`src/frdf_pkg.sv`:
```
// shared types and constants of the flooding relay duplicate filter
package frdf_pkg;

	localparam int unsigned ID_RING_DEPTH_DEF = 16;
	localparam int unsigned CFG_DATA_W = 32;
	localparam int unsigned CFG_INDEX_W = 1;
	localparam int unsigned IN_TDATA_W = 48;
	localparam int unsigned OUT_TDATA_W = 88;
	localparam int unsigned QUEUE_DEPTH = 2;
	localparam int unsigned QUEUE_PTR_W = 1;
	localparam int unsigned QUEUE_CNT_W = 2;
	localparam logic [7:0] HOP_STAMP_LIMIT = 8'd5;

	typedef enum logic [CFG_INDEX_W-1:0] {
		REG_ROLE    = 1'b0,
		REG_NODE_ID = 1'b1
	} reg_index_t;

	typedef enum logic [1:0] {
		ROLE_MASTER       = 2'd0,
		ROLE_RECEIVER     = 2'd1,
		ROLE_REPEATER     = 2'd2,
		ROLE_RECV_REPEAT  = 2'd3
	} role_t;

	typedef enum logic [1:0] {
		KIND_FROM_MASTER = 2'd0,
		KIND_TO_MASTER   = 2'd1,
		KIND_INTERNAL    = 2'd2,
		KIND_UNKNOWN     = 2'd3
	} msg_kind_t;

	typedef enum logic [1:0] {
		SUB_ECHO_REQ   = 2'd0,
		SUB_ECHO_REPLY = 2'd1
	} sub_kind_t;

	typedef enum logic {
		OP_RECEIVED = 1'b0,
		OP_SENT     = 1'b1
	} op_t;

	typedef enum logic [2:0] {
		ACT_NONE         = 3'd0,
		ACT_CLIENT_PARSE = 3'd1,
		ACT_MASTER_PARSE = 3'd2,
		ACT_ECHO_REPLY   = 3'd3,
		ACT_COUNT_REPLY  = 3'd4,
		ACT_BAD_SUBTYPE  = 3'd5,
		ACT_BAD_TYPE     = 3'd6,
		ACT_DROPPED      = 3'd7
	} action_t;

	// classified header as handed from front to back
	typedef struct packed {
		op_t         op;
		logic [31:0] msg_id;
		logic [7:0]  hop_count;
		logic        repeater;
		logic        stamp;
		logic        is_cmd;
		action_t     action;
	} job_t;

	// result item, lowest field last so that it lands in the low bits
	typedef struct packed {
		logic [31:0] commands_received;
		logic [31:0] message_count;
		action_t     action;
		logic [4:0]  stamp_offset;
		logic        stamp_valid;
		logic [7:0]  new_hop_count;
		logic        forward;
		logic        duplicate;
	} result_t;

endpackage

```
`src/flood_relay_dedup_filter.sv`:
```
// top level of the flooding relay duplicate filter
//
// s_axis takes one message header per item: tuser is the operation (received
// or locally sent), tdata carries id, hop count, kind and subkind. m_axis
// gives one result per item: duplicate flag, forward flag, new hop count,
// stamp valid and offset, dispatch action and both running counters.
// cfg_we/cfg_index/cfg_data write the role; a write to the node id index
// has no effect on any result field and is accepted without storage.
// the back sequencer works on one item at a time and takes the next header
// from the queue only after it has committed the result of the last one
// (queue pop, parallel ring compare, decide and commit)
// a two-entry queue sits between the front and the back, so the sender may
// keep pushing while the back works or waits on a stalled receiver; when
// m_axis_tready is low the result is held and the back stops in its decide
// step, after which the queue fills and s_axis_tready falls
// reset clears the id ring to zero, the ring index, both counters and role;
// the block takes items in the first cycle after reset
module flood_relay_dedup_filter #(
	parameter int unsigned ID_RING_DEPTH = frdf_pkg::ID_RING_DEPTH_DEF
) (
	input  logic                             clk,
	input  logic                             arst_n,
	input  logic                             cfg_we,
	input  logic [frdf_pkg::CFG_INDEX_W-1:0] cfg_index,
	input  logic [frdf_pkg::CFG_DATA_W-1:0]  cfg_data,
	input  logic                             s_axis_tvalid,
	output logic                             s_axis_tready,
	// msg_id[31:0], hop_count[39:32], msg_kind[41:40], sub_kind[43:42]
	input  logic [frdf_pkg::IN_TDATA_W-1:0]  s_axis_tdata,
	// operation
	input  logic                             s_axis_tuser,
	output logic                             m_axis_tvalid,
	input  logic                             m_axis_tready,
	// duplicate[0], forward[1], new_hop_count[9:2], stamp_valid[10],
	// stamp_offset[15:11], action[18:16], message_count[50:19],
	// commands_received[82:51]
	output logic [frdf_pkg::OUT_TDATA_W-1:0] m_axis_tdata
);
	import frdf_pkg::*;

	logic [1:0] role_q;
	logic       push_valid;
	logic       push_ready;
	job_t       push_job;
	logic       pop_valid;
	logic       pop_ready;
	job_t       pop_job;

	always_ff @(posedge clk or negedge arst_n) begin
		if (!arst_n) begin
			role_q <= ROLE_MASTER;
		end else if (cfg_we && (cfg_index == REG_ROLE)) begin
			role_q <= cfg_data[1:0];
		end
	end

	frdf_front u_front (
		.role          (role_q),
		.s_axis_tvalid (s_axis_tvalid),
		.s_axis_tready (s_axis_tready),
		.s_axis_tdata  (s_axis_tdata),
		.s_axis_tuser  (s_axis_tuser),
		.push_valid    (push_valid),
		.push_ready    (push_ready),
		.push_job      (push_job)
	);

	frdf_queue u_queue (
		.clk       (clk),
		.arst_n    (arst_n),
		.in_valid  (push_valid),
		.in_ready  (push_ready),
		.in_job    (push_job),
		.out_valid (pop_valid),
		.out_ready (pop_ready),
		.out_job   (pop_job)
	);

	frdf_back #(
		.ID_RING_DEPTH (ID_RING_DEPTH)
	) u_back (
		.clk           (clk),
		.arst_n        (arst_n),
		.job_valid     (pop_valid),
		.job_ready     (pop_ready),
		.job           (pop_job),
		.m_axis_tvalid (m_axis_tvalid),
		.m_axis_tready (m_axis_tready),
		.m_axis_tdata  (m_axis_tdata)
	);

	a_dup_dropped: assert property (@(posedge clk) disable iff (!arst_n)
		m_axis_tvalid && m_axis_tdata[0] |-> (m_axis_tdata[18:16] == ACT_DROPPED)
			&& !m_axis_tdata[1] && !m_axis_tdata[10])
		else $error("duplicate item not reported as dropped");

	a_dropped_dup: assert property (@(posedge clk) disable iff (!arst_n)
		m_axis_tvalid && (m_axis_tdata[18:16] == ACT_DROPPED) |-> m_axis_tdata[0])
		else $error("dropped action without duplicate flag");

	a_stamp_fwd: assert property (@(posedge clk) disable iff (!arst_n)
		m_axis_tvalid && m_axis_tdata[10] |-> m_axis_tdata[1]
			&& (m_axis_tdata[15:11] <= 5'd16) && (m_axis_tdata[12:11] == 2'b00))
		else $error("stamp on an item that is not forwarded or bad offset");

endmodule

```
`src/frdf_front.sv`:
```
// front part: unpacks an incoming header and classifies it for the back part
module frdf_front (
	input  logic [1:0]                      role,
	input  logic                            s_axis_tvalid,
	output logic                            s_axis_tready,
	input  logic [frdf_pkg::IN_TDATA_W-1:0] s_axis_tdata,
	input  logic                            s_axis_tuser,
	output logic                            push_valid,
	input  logic                            push_ready,
	output frdf_pkg::job_t                  push_job
);
	import frdf_pkg::*;

	logic [7:0] hops;
	logic [7:0] hops_inc;
	logic [1:0] kind;
	logic [1:0] sub;
	logic       is_master;
	logic       repeater;
	action_t    act;

	assign hops      = s_axis_tdata[39:32];
	assign kind      = s_axis_tdata[41:40];
	assign sub       = s_axis_tdata[43:42];
	assign hops_inc  = hops + 8'd1;
	assign is_master = (role == ROLE_MASTER);
	assign repeater  = (role == ROLE_REPEATER) || (role == ROLE_RECV_REPEAT);

	always_comb begin
		unique case (kind)
			KIND_FROM_MASTER: act = is_master ? ACT_NONE : ACT_CLIENT_PARSE;
			KIND_TO_MASTER:   act = is_master ? ACT_MASTER_PARSE : ACT_NONE;
			KIND_INTERNAL: begin
				if (sub == SUB_ECHO_REQ) begin
					act = ACT_ECHO_REPLY;
				end else if (sub == SUB_ECHO_REPLY) begin
					act = is_master ? ACT_COUNT_REPLY : ACT_NONE;
				end else begin
					act = ACT_BAD_SUBTYPE;
				end
			end
			default:          act = ACT_BAD_TYPE;
		endcase
	end

	always_comb begin
		push_job.op        = op_t'(s_axis_tuser);
		push_job.msg_id    = s_axis_tdata[31:0];
		push_job.hop_count = hops;
		push_job.repeater  = repeater;
		push_job.stamp     = repeater && (kind == KIND_INTERNAL) && (sub == SUB_ECHO_REPLY)
			&& (hops_inc < HOP_STAMP_LIMIT);
		push_job.is_cmd    = (kind == KIND_FROM_MASTER);
		push_job.action    = act;
	end

	assign push_valid    = s_axis_tvalid;
	assign s_axis_tready = push_ready;

endmodule

```
`src/frdf_queue.sv`:
```
// two-entry queue of classified headers between front and back
module frdf_queue (
	input  logic           clk,
	input  logic           arst_n,
	input  logic           in_valid,
	output logic           in_ready,
	input  frdf_pkg::job_t in_job,
	output logic           out_valid,
	input  logic           out_ready,
	output frdf_pkg::job_t out_job
);
	import frdf_pkg::*;

	job_t                   slot_q [QUEUE_DEPTH];
	logic [QUEUE_PTR_W-1:0] wr_ptr_q;
	logic [QUEUE_PTR_W-1:0] rd_ptr_q;
	logic [QUEUE_CNT_W-1:0] count_q;
	logic                   push;
	logic                   pop;

	assign in_ready  = (count_q != QUEUE_CNT_W'(QUEUE_DEPTH));
	assign out_valid = (count_q != '0);
	assign out_job   = slot_q[rd_ptr_q];
	assign push      = in_valid && in_ready;
	assign pop       = out_valid && out_ready;

	always_ff @(posedge clk) begin
		if (push) begin
			slot_q[wr_ptr_q] <= in_job;
		end
	end

	always_ff @(posedge clk or negedge arst_n) begin
		if (!arst_n) begin
			wr_ptr_q <= '0;
			rd_ptr_q <= '0;
			count_q  <= '0;
		end else begin
			if (push) begin
				wr_ptr_q <= wr_ptr_q + QUEUE_PTR_W'(1);
			end
			if (pop) begin
				rd_ptr_q <= rd_ptr_q + QUEUE_PTR_W'(1);
			end
			if (push && !pop) begin
				count_q <= count_q + QUEUE_CNT_W'(1);
			end else if (pop && !push) begin
				count_q <= count_q - QUEUE_CNT_W'(1);
			end
		end
	end

endmodule

```
`src/frdf_back.sv`:
```
// back part: id ring search and update, counters and result register
module frdf_back #(
	parameter int unsigned ID_RING_DEPTH = frdf_pkg::ID_RING_DEPTH_DEF
) (
	input  logic                             clk,
	input  logic                             arst_n,
	input  logic                             job_valid,
	output logic                             job_ready,
	input  frdf_pkg::job_t                   job,
	output logic                             m_axis_tvalid,
	input  logic                             m_axis_tready,
	output logic [frdf_pkg::OUT_TDATA_W-1:0] m_axis_tdata
);
	import frdf_pkg::*;

	localparam int unsigned IDX_W = $clog2(ID_RING_DEPTH);
	localparam int unsigned PAD_W = OUT_TDATA_W - $bits(result_t);

	typedef enum logic [2:0] {
		ST_IDLE   = 3'b001,
		ST_MATCH  = 3'b010,
		ST_DECIDE = 3'b100
	} back_state_t;

	back_state_t              state_q;
	job_t                     job_q;
	logic [31:0]              ring_q [ID_RING_DEPTH];
	logic [ID_RING_DEPTH-1:0] hit_q;
	logic [IDX_W-1:0]         wr_idx_q;
	logic [31:0]              msg_cnt_q;
	logic [31:0]              cmd_cnt_q;
	result_t                  out_q;
	logic                     out_valid_q;

	logic                     hit;
	logic                     out_free;
	logic                     commit;
	logic                     record;
	logic [31:0]              msg_cnt_d;
	logic [31:0]              cmd_cnt_d;
	result_t                  res;

	assign hit       = |hit_q;
	assign out_free  = !out_valid_q || m_axis_tready;
	assign commit    = (state_q == ST_DECIDE) && out_free;
	assign job_ready = (state_q == ST_IDLE);
	assign record    = (job_q.op == OP_SENT) || !hit;

	always_comb begin
		res           = '0;
		res.new_hop_count = job_q.hop_count;
		msg_cnt_d     = msg_cnt_q;
		cmd_cnt_d     = cmd_cnt_q;
		priority if (job_q.op == OP_SENT) begin
			msg_cnt_d = msg_cnt_q + 32'd1;
		end else if (hit) begin
			res.duplicate = 1'b1;
			res.action    = ACT_DROPPED;
		end else begin
			msg_cnt_d = msg_cnt_q + 32'd2;
			if (job_q.is_cmd) begin
				cmd_cnt_d = cmd_cnt_q + 32'd1;
			end
			res.action = job_q.action;
			if (job_q.repeater) begin
				res.forward       = 1'b1;
				res.new_hop_count = job_q.hop_count + 8'd1;
				if (job_q.stamp) begin
					res.stamp_valid  = 1'b1;
					res.stamp_offset = {res.new_hop_count[2:0], 2'b00};
				end
			end
		end
		res.message_count     = msg_cnt_d;
		res.commands_received = cmd_cnt_d;
	end

	always_ff @(posedge clk) begin
		if (job_valid && job_ready) begin
			job_q <= job;
		end
		if (state_q == ST_MATCH) begin
			for (int k = 0; k < ID_RING_DEPTH; k++) begin
				hit_q[k] <= (ring_q[k] == job_q.msg_id);
			end
		end
		if (commit) begin
			out_q <= res;
		end
	end

	always_ff @(posedge clk or negedge arst_n) begin
		if (!arst_n) begin
			for (int k = 0; k < ID_RING_DEPTH; k++) begin
				ring_q[k] <= '0;
			end
			wr_idx_q <= '0;
		end else if (commit && record) begin
			ring_q[wr_idx_q] <= job_q.msg_id;
			if (wr_idx_q == IDX_W'(ID_RING_DEPTH - 1)) begin
				wr_idx_q <= '0;
			end else begin
				wr_idx_q <= wr_idx_q + IDX_W'(1);
			end
		end
	end

	always_ff @(posedge clk or negedge arst_n) begin
		if (!arst_n) begin
			state_q     <= ST_IDLE;
			msg_cnt_q   <= '0;
			cmd_cnt_q   <= '0;
			out_valid_q <= 1'b0;
		end else begin
			if (commit) begin
				msg_cnt_q   <= msg_cnt_d;
				cmd_cnt_q   <= cmd_cnt_d;
				out_valid_q <= 1'b1;
			end else if (m_axis_tready) begin
				out_valid_q <= 1'b0;
			end
			unique case (state_q)
				ST_IDLE: begin
					if (job_valid) begin
						state_q <= ST_MATCH;
					end
				end
				ST_MATCH: begin
					state_q <= ST_DECIDE;
				end
				ST_DECIDE: begin
					if (out_free) begin
						state_q <= ST_IDLE;
					end
				end
				default: begin
					state_q <= ST_IDLE;
				end
			endcase
		end
	end

	assign m_axis_tvalid = out_valid_q;
	assign m_axis_tdata  = {{PAD_W{1'b0}}, out_q};

endmodule

```
`config.mk`:
```
export PLATFORM = sky130hd
export DESIGN_NAME = flood_relay_dedup_filter
export DESIGN_NICKNAME = d
export VERILOG_FILES = /design/src/frdf_pkg.sv /design/src/flood_relay_dedup_filter.sv /design/src/frdf_front.sv /design/src/frdf_queue.sv /design/src/frdf_back.sv
export SDC_FILE = /design/constraint.sdc
export NUM_CORES = 1
export LEC_CHECK = 0
export BUFFER_PORTS_ARGS = -buffer_cell sky130_fd_sc_hd__buf_2
export CAP_MARGIN = 10
export CORE_AREA = 2 2 335 337
export CTS_CLUSTER_DIAMETER = 200
export DETAILED_ROUTE_END_ITERATION = 8
export DIE_AREA = 0 0 337 339
export PLACE_DENSITY = 0.56
export SLEW_MARGIN = 20
export SYNTH_ARGS = -nofsm -noshare
export SYNTH_HDL_FRONTEND = slang
export SYNTH_HIERARCHICAL = 1
export SYNTH_SLANG_ARGS = --single-unit
```
`constraint.sdc`:
```
create_clock -name clk -period 7 [get_ports clk]
set_input_delay 1.4 -clock clk [delete_from_list [all_inputs] [get_ports clk]]
set_output_delay 1.4 -clock clk [all_outputs]
set_load 0.05 [all_outputs]
```
==> impl_metrics.env, run 1 <==
export IMPL_met2_length_mm=42.4
export IMPL_clkLatencyLatePin_ps=660
export IMPL_yosys_cell_types_count=55
export IMPL_die_x_um=337
export IMPL_grt_max_degree=153
export IMPL_vias=21468
export IMPL_drtPass1Iterations=5
export IMPL_p_leak_nw=19.8
export IMPL_utilization_pct=39.3
export IMPL_cts_sinks=828
export IMPL_p_sw_share_pct=34.6
export IMPL_crit_fanout=36
export IMPL_postCtsSetupRepairBufs=0
export IMPL_grt_use_total_pct=15.4
export IMPL_holdBufCountCts=0
export IMPL_drtAntennaViolNets=0
export IMPL_antenna_found_initial=5
export IMPL_fin_skew_ps=26.6
export IMPL_yosysWarnings=6
export IMPL_slew_headroom_pct=28.6
export IMPL_dp_cells=4288
export IMPL_cts_tree="yes"
export IMPL_cts_root_buf="clkbuf_16"
export IMPL_fillerInstances=10509
export IMPL_min_path_type="reg2reg"
export IMPL_syn_instance_count=2871
export IMPL_synth_top_area_share_pct=38.3
export IMPL_synth_enable_flop_cells=238
export IMPL_numCtsBuffers=91
export IMPL_fp_row_count=122
export IMPL_final_cell_area_um2=43300
export IMPL_fmax_mhz=248
export IMPL_synth_seq_cells=828
export IMPL_ys_flop_type="dfrtp_1"
export IMPL_num_nets_final=2989
export IMPL_overflow=0
export IMPL_min_from="u_back/msg_cnt_q[31]"
export IMPL_path_clk_slew_ps=60
export IMPL_outcome="finished clean"
export IMPL_setup_viol=0
export IMPL_areaGrowthSynthToFinish_pct=12.5
export IMPL_fin_crit_ps=4030
export IMPL_yosys_top_cells_count="589 x dfrtp_1, 569 x xor2_1, 424 x mux2_2, 238 x edfxtp_1, 137 x clkbuf_1"
export IMPL_critPathArrivalTime_ps=4550
export IMPL_cts_max_level=3
export IMPL_required_ps=7520
export IMPL_worst_slew_pin_slew_ps=1070
export IMPL_async_flop_share_pct=71.3
export IMPL_initial_core_util_pct=34.9
export IMPL_syn_mean_instance_area_um2=13.4
export IMPL_ys_seq_area_share_pct=56.9
export IMPL_wirelength_mm=87.7
export IMPL_finalCritPeriodShare_pct=57.6
export IMPL_p_per_area_nw_per_um2=351
export IMPL_io_buffer_count=135
export IMPL_top_layer="met4"
export IMPL_instances_no_fill=4460
export IMPL_dp_hpwl_mm=50.3
export IMPL_worst_ir_drop_vdd_uv=230
export IMPL_end_kind="flop"
export IMPL_slew_viol_final=0
export IMPL_yosys_cell_count_top_type="dfrtp_1"
export IMPL_io_pins=177
export IMPL_drt_iter0_drc=1052
export IMPL_power_frac_clock_pct=32.0
export IMPL_yosys_area_top_type="dfrtp_1"
export IMPL_clock_path_buffers=3
export IMPL_routed_wl_met3_mm=2.10
export IMPL_combinationalPowerShare_pct=28.4
export IMPL_start_kind="flop"
export IMPL_max_cap_violations=0
export IMPL_hold_viol=0
export IMPL_syn_area_um2=38500
export IMPL_crit_type="reg2reg"
export IMPL_power_frac_seq_pct=39.7
export IMPL_worstReg2RegStart="u_back/hit_q[11]"
export IMPL_p_int_w=0.00996
export IMPL_grt_pass1_wl_mm=135
export IMPL_grt_pass1_vias=21916
export IMPL_placeableCoreArea_um2=110000
export IMPL_cts_resized=0
export IMPL_drc=0
export IMPL_synth_area_top_cells="dfrtp_1 38%, edfxtp_1 19%, xor2_1 13%, mux2_2 12%, mux2_1 3.5%"
export IMPL_gp_congestion=0.783
export IMPL_met1_length_mm=41.3
export IMPL_rsz0062_at_grt="false"
export IMPL_vias_per_cell=4.81
export IMPL_dieHeight_um=339
export IMPL_die_area_um2=114000
export IMPL_wl_per_cell_um=19.7
export IMPL_crit_start="u_back/hit_q[11]"
export IMPL_drive_gt1_share_pct=26.9
export IMPL_p_sw_w=0.00527
export IMPL_dpl_cell_area_um2=40300
export IMPL_tns_ps=0
cells by family (layout without fill, tap and decap cells):
group           after synthesis  after routing  share of synthesized area, %
other cells                   1             11                       0.00974
buf+inv                     282            373                          3.56
compound gates               24             24                         0.426
xor+xnor                    649            649                          14.8
simple gates                511            511                          7.27
flops                       828            828                          56.9
mux                         567            567                          16.8
fa+ha+maj                     9              9                         0.292
critical path, stage by stage (launching register included):
cell and delay (ps):
edfxtp_1 360, or4_1 740, or3_1 460, o21ai_4 600, inv_2 40, buf_4 320
nor2_4 880, mux2_2 420
final timing paths:
path / cells after the start / slack [ps] / to
max: 7 / 2970 / u_back/ring_q[64]
min: 1 / 490 / u_back/msg_cnt_q[31]
max reg2reg: 7 / 2970 / u_back/ring_q[64]
min reg2reg: 1 / 490 / u_back/msg_cnt_q[31]
max in group asynchronous: 2 / 5090 / u_back/ring_q[415]
min in group asynchronous: 1 / 660 / u_back/ring_q[194]
sequential cells by signal, summed over array words and instances (netlist names):
| register | flops |
|---|---|
| u_queue/wr_ptr_q | 1 |
| u_back/m_axis_tvalid | 1 |
| u_back/wr_idx_q | 4 |
| u_back/job_q | 47 |
| u_back/hit_q | 16 |
| u_queue/count_q | 2 |
| u_back/msg_cnt_q | 32 |
| u_back/cmd_cnt_q | 32 |
| u_queue/rd_ptr_q | 1 |
| u_back/ring_q | 512 |
| u_queue/slot_q | 94 |
| u_back/state_q | 3 |
| u_back/m_axis_tdata | 81 |
| role_q | 2 |
cells in the final DEF, fill, tap and decap left out, types with 75 or more instances in the layout:
cell type / n
nand4_1: 76
buf_2: 134
clkbuf_16: 94
mux2_2: 424
mux2_1: 120
dfrtp_1: 588
nor2_1: 75
xor2_1: 569
nor4_1: 134
xnor2_1: 80
edfxtp_1: 238
stage by stage:
step | worst slack, ps | power (W) | hold slack (ps)
final | 2970 | 0.0152 | 491
after global routing | 2770 | 0.0160 | 504
after CTS | 2940 | 0.0155 | 492
after detailed placement | 2600 | 0.0106 | 482
after global placement | 2600 | 0.0105 | 475
after floorplan | 1670 | 0.00902 | 456
metal layers:
layer	track usage, %	up-vias
met4	3.75	0
met2	25.8	253
met5	0	-
met3	2.04	132
met1	21.1	11083
li1	-	10000
power groups by stage:
stage / Clock [W] / Sequential, W / Combinational [W]
after detailed placement: 0 / 0.00614 / 0.00444
final: 0.00487 / 0.00604 / 0.00432
after global routing: 0.00520 / 0.00611 / 0.00472
after CTS: 0.00502 / 0.00605 / 0.00445
after global placement: 0 / 0.00611 / 0.00443
after floorplan: 0 / 0.00611 / 0.00291
area by class of cell:
class	count	area (um^2)	share of cell area (%)
Clock buffer	131	2610	6.03
Multi-Input combinational cell	1767	15300	35.3
Tap cell	1488	1860	4.30
Antenna cell	4	10.0	0.0231
Clock inverter	37	439	1.01
Sequential cell	828	21900	50.6
Inverter	15	58.8	0.136
Timing Repair Buffer	190	1150	2.65
(Power assumes the default switching activity.)
==> run 2, diff against run 1 <==
PLACE_DENSITY = 0.58   (was 0.56)
clock period = 3.4 ns   (was 7 ns; I/O delays follow)
==> run 2 against run 1 <==
Net effect: via count rose by 1.1%; highest routed layer unchanged; critical path depth did not move; first-iteration DRC count rose by 14%; global-route usage rose by 0.12 points; clock-buffer cell count rose by 10; maximum frequency rose by 37%; worst setup slack got worse by 2500 ps; routed wire length rose by 0.90%.
==> impl_metrics.env, run 2 (same netlist as run 1, synthesis figures left out) <==
export IMPL_multiInputGateArea_um2=15300
export IMPL_place_ws_ps=445
export IMPL_setup_viol=0
export IMPL_worst_ir_drop_vdd_uv=572
export IMPL_p_int_w=0.0207
export IMPL_grt_pass1_wl_mm=135
export IMPL_p_sw_w=0.0111
export IMPL_dpl_cell_area_um2=41000
export IMPL_fillerInstances=10349
export IMPL_grt_max_degree=87
export IMPL_whs_ps=200
export IMPL_numCtsBuffers=91
export IMPL_grt_use_total_pct=15.6
export IMPL_largest_reg_flops=512
export IMPL_power_frac_seq_pct=39.5
export IMPL_end_kind="flop"
export IMPL_p_leak_nw=20.1
export IMPL_start_kind="flop"
export IMPL_io_pins=177
export IMPL_clkLatencyLatePin_ps=670
export IMPL_num_nets_final=3022
export IMPL_layout_commonest_cell="dfrtp_1"
export IMPL_tns_ps=0
export IMPL_die_area_um2=114000
export IMPL_crit_type="reg2reg"
export IMPL_antenna_found_initial=5
export IMPL_path_clk_slew_ps=60
export IMPL_finalCritPeriodShare_pct=86.5
export IMPL_hold_viol=0
export IMPL_cts_resized=0
export IMPL_worst_slew_pin_slew_ps=947
export IMPL_drive_gt1_share_pct=27.9
export IMPL_drt_iter0_drc=1201
export IMPL_cts_tree="yes"
export IMPL_areaGrowthSynthToFinish_pct=14.3
export IMPL_die_x_um=337
export IMPL_combinationalPowerShare_pct=29.2
export IMPL_gp_congestion=0.786
export IMPL_fmax_mhz=340
export IMPL_rsz0062_at_grt="false"
export IMPL_wl_per_cell_um=19.7
export IMPL_placeableCoreArea_um2=110000
export IMPL_critPathArrivalTime_ps=3470
export IMPL_final_cell_mix="588 x dfrtp_1, 569 x xor2_1, 424 x mux2_2"
export IMPL_required_ps=3930
export IMPL_cts_root_buf="clkbuf_16"
export IMPL_utilization_pct=39.9
export IMPL_p_sw_share_pct=34.9
export IMPL_outcome="finished clean"
export IMPL_fin_skew_ps=37.8
export IMPL_clock_path_buffers=3
export IMPL_seq_area_um2=21900
export IMPL_dp_hpwl_mm=52.2
export IMPL_drtAntennaViolNets=0
export IMPL_fin_crit_ps=2940
export IMPL_crit_fanout=32
export IMPL_initial_core_util_pct=34.9
export IMPL_layout_setup_ws_ps=460
export IMPL_wirelength_mm=88.5
export IMPL_slew_headroom_pct=36.9
export IMPL_io_buffer_count=135
export IMPL_vias=21703
export IMPL_power_frac_clock_pct=31.2
export IMPL_cts_max_level=3
export IMPL_drc=0
export IMPL_cts_sinks=828
export IMPL_reg_top3="u_back/ring_q x512, u_queue/slot_q x94, u_back/m_axis_tdata x81"
export IMPL_grt_pass1_vias=21533
export IMPL_regMostFlops="u_back/ring_q"
export IMPL_overflow=0
export IMPL_p_per_area_nw_per_um2=723
export IMPL_drtPass1Iterations=4
export IMPL_dieHeight_um=339
export IMPL_final_cell_area_um2=44000
export IMPL_fp_row_count=122
export IMPL_slew_viol_final=0
export IMPL_max_cap_violations=0
export IMPL_postCtsSetupRepairBufs=0
export IMPL_min_path_type="in2reg"
export IMPL_vias_per_cell=4.83
[run 2: cell count changes in the layout (fill, tap and decap cells not counted), sizes merged]
cell         before  now
dlygate4sd3       0    1
clkbuf          131  141
diode             4    2
buf             190  222
bufinv            9    4
clkinvlp          2    1
[run 2: worst paths after layout]
check | from | end | slack (ps) | depth (start not counted)
max | u_back/hit_q[11] | u_back/ring_q[334] | 460 | 7
min | s_axis_tdata[7] | u_queue/slot_q[0][21] | 200 | 1
max reg2reg | u_back/hit_q[11] | u_back/ring_q[334] | 460 | 7
min reg2reg | u_back/msg_cnt_q[31] | u_back/msg_cnt_q[31] | 480 | 1
max in group asynchronous | arst_n | u_back/state_q[0] | 1820 | 3
min in group asynchronous | arst_n | u_back/ring_q[349] | 590 | 2
[run 2: area by class of cell]
cell class              count  area share (%)
flip-flops and latches    828            49.8
multi-input cells        1767            34.7
clock buffers             141            6.15
well taps                1488            4.23
repair buffers            223            4.22
clock inverters            31           0.776
inverters                  15           0.134
diodes                      2          0.0114
[run 2: critical path, cell delays in order (launching register included)]
cell and delay [ps]:
edfxtp_1 350, or4_1 720, or3_1 450, o21ai_4 180, buf_4 290, nand4_1 130, buf_4 280, mux2_2 340
[run 2: metrics by stage]
stage	total power, W	std cells
detailed placement	0.0223	4320
CTS	0.0324	4493
global placement	0.0222	4319
floorplan	0.0186	2877
finish	0.0318	4495
global route	0.0335	4494
[run 2: per-layer routing]
layer,vias up,part of all wire [%],track usage [%]
li1,10057,-,-
met1,11262,46,21.8
met2,268,49,25.6
met5,-,0,0
met4,0,2.1,3.97
met3,116,2.9,1.77
[run 2: power groups by stage]
stage	clock network, W	registers [W]	logic, W
floorplan	0	0.0126	0.00600
global placement	0	0.0128	0.00944
detailed placement	0	0.0128	0.00948
CTS	0.0102	0.0126	0.00953
global route	0.0106	0.0127	0.0101
finish	0.00994	0.0126	0.00931
[run 2: what timing repair did]
| action | CTS | global route |
|---|---|---|
| setup endpoints to repair | 0 | 0 |
| hold buffers | 1 | 0 |
| hold endpoints to repair | 8 | 0 |
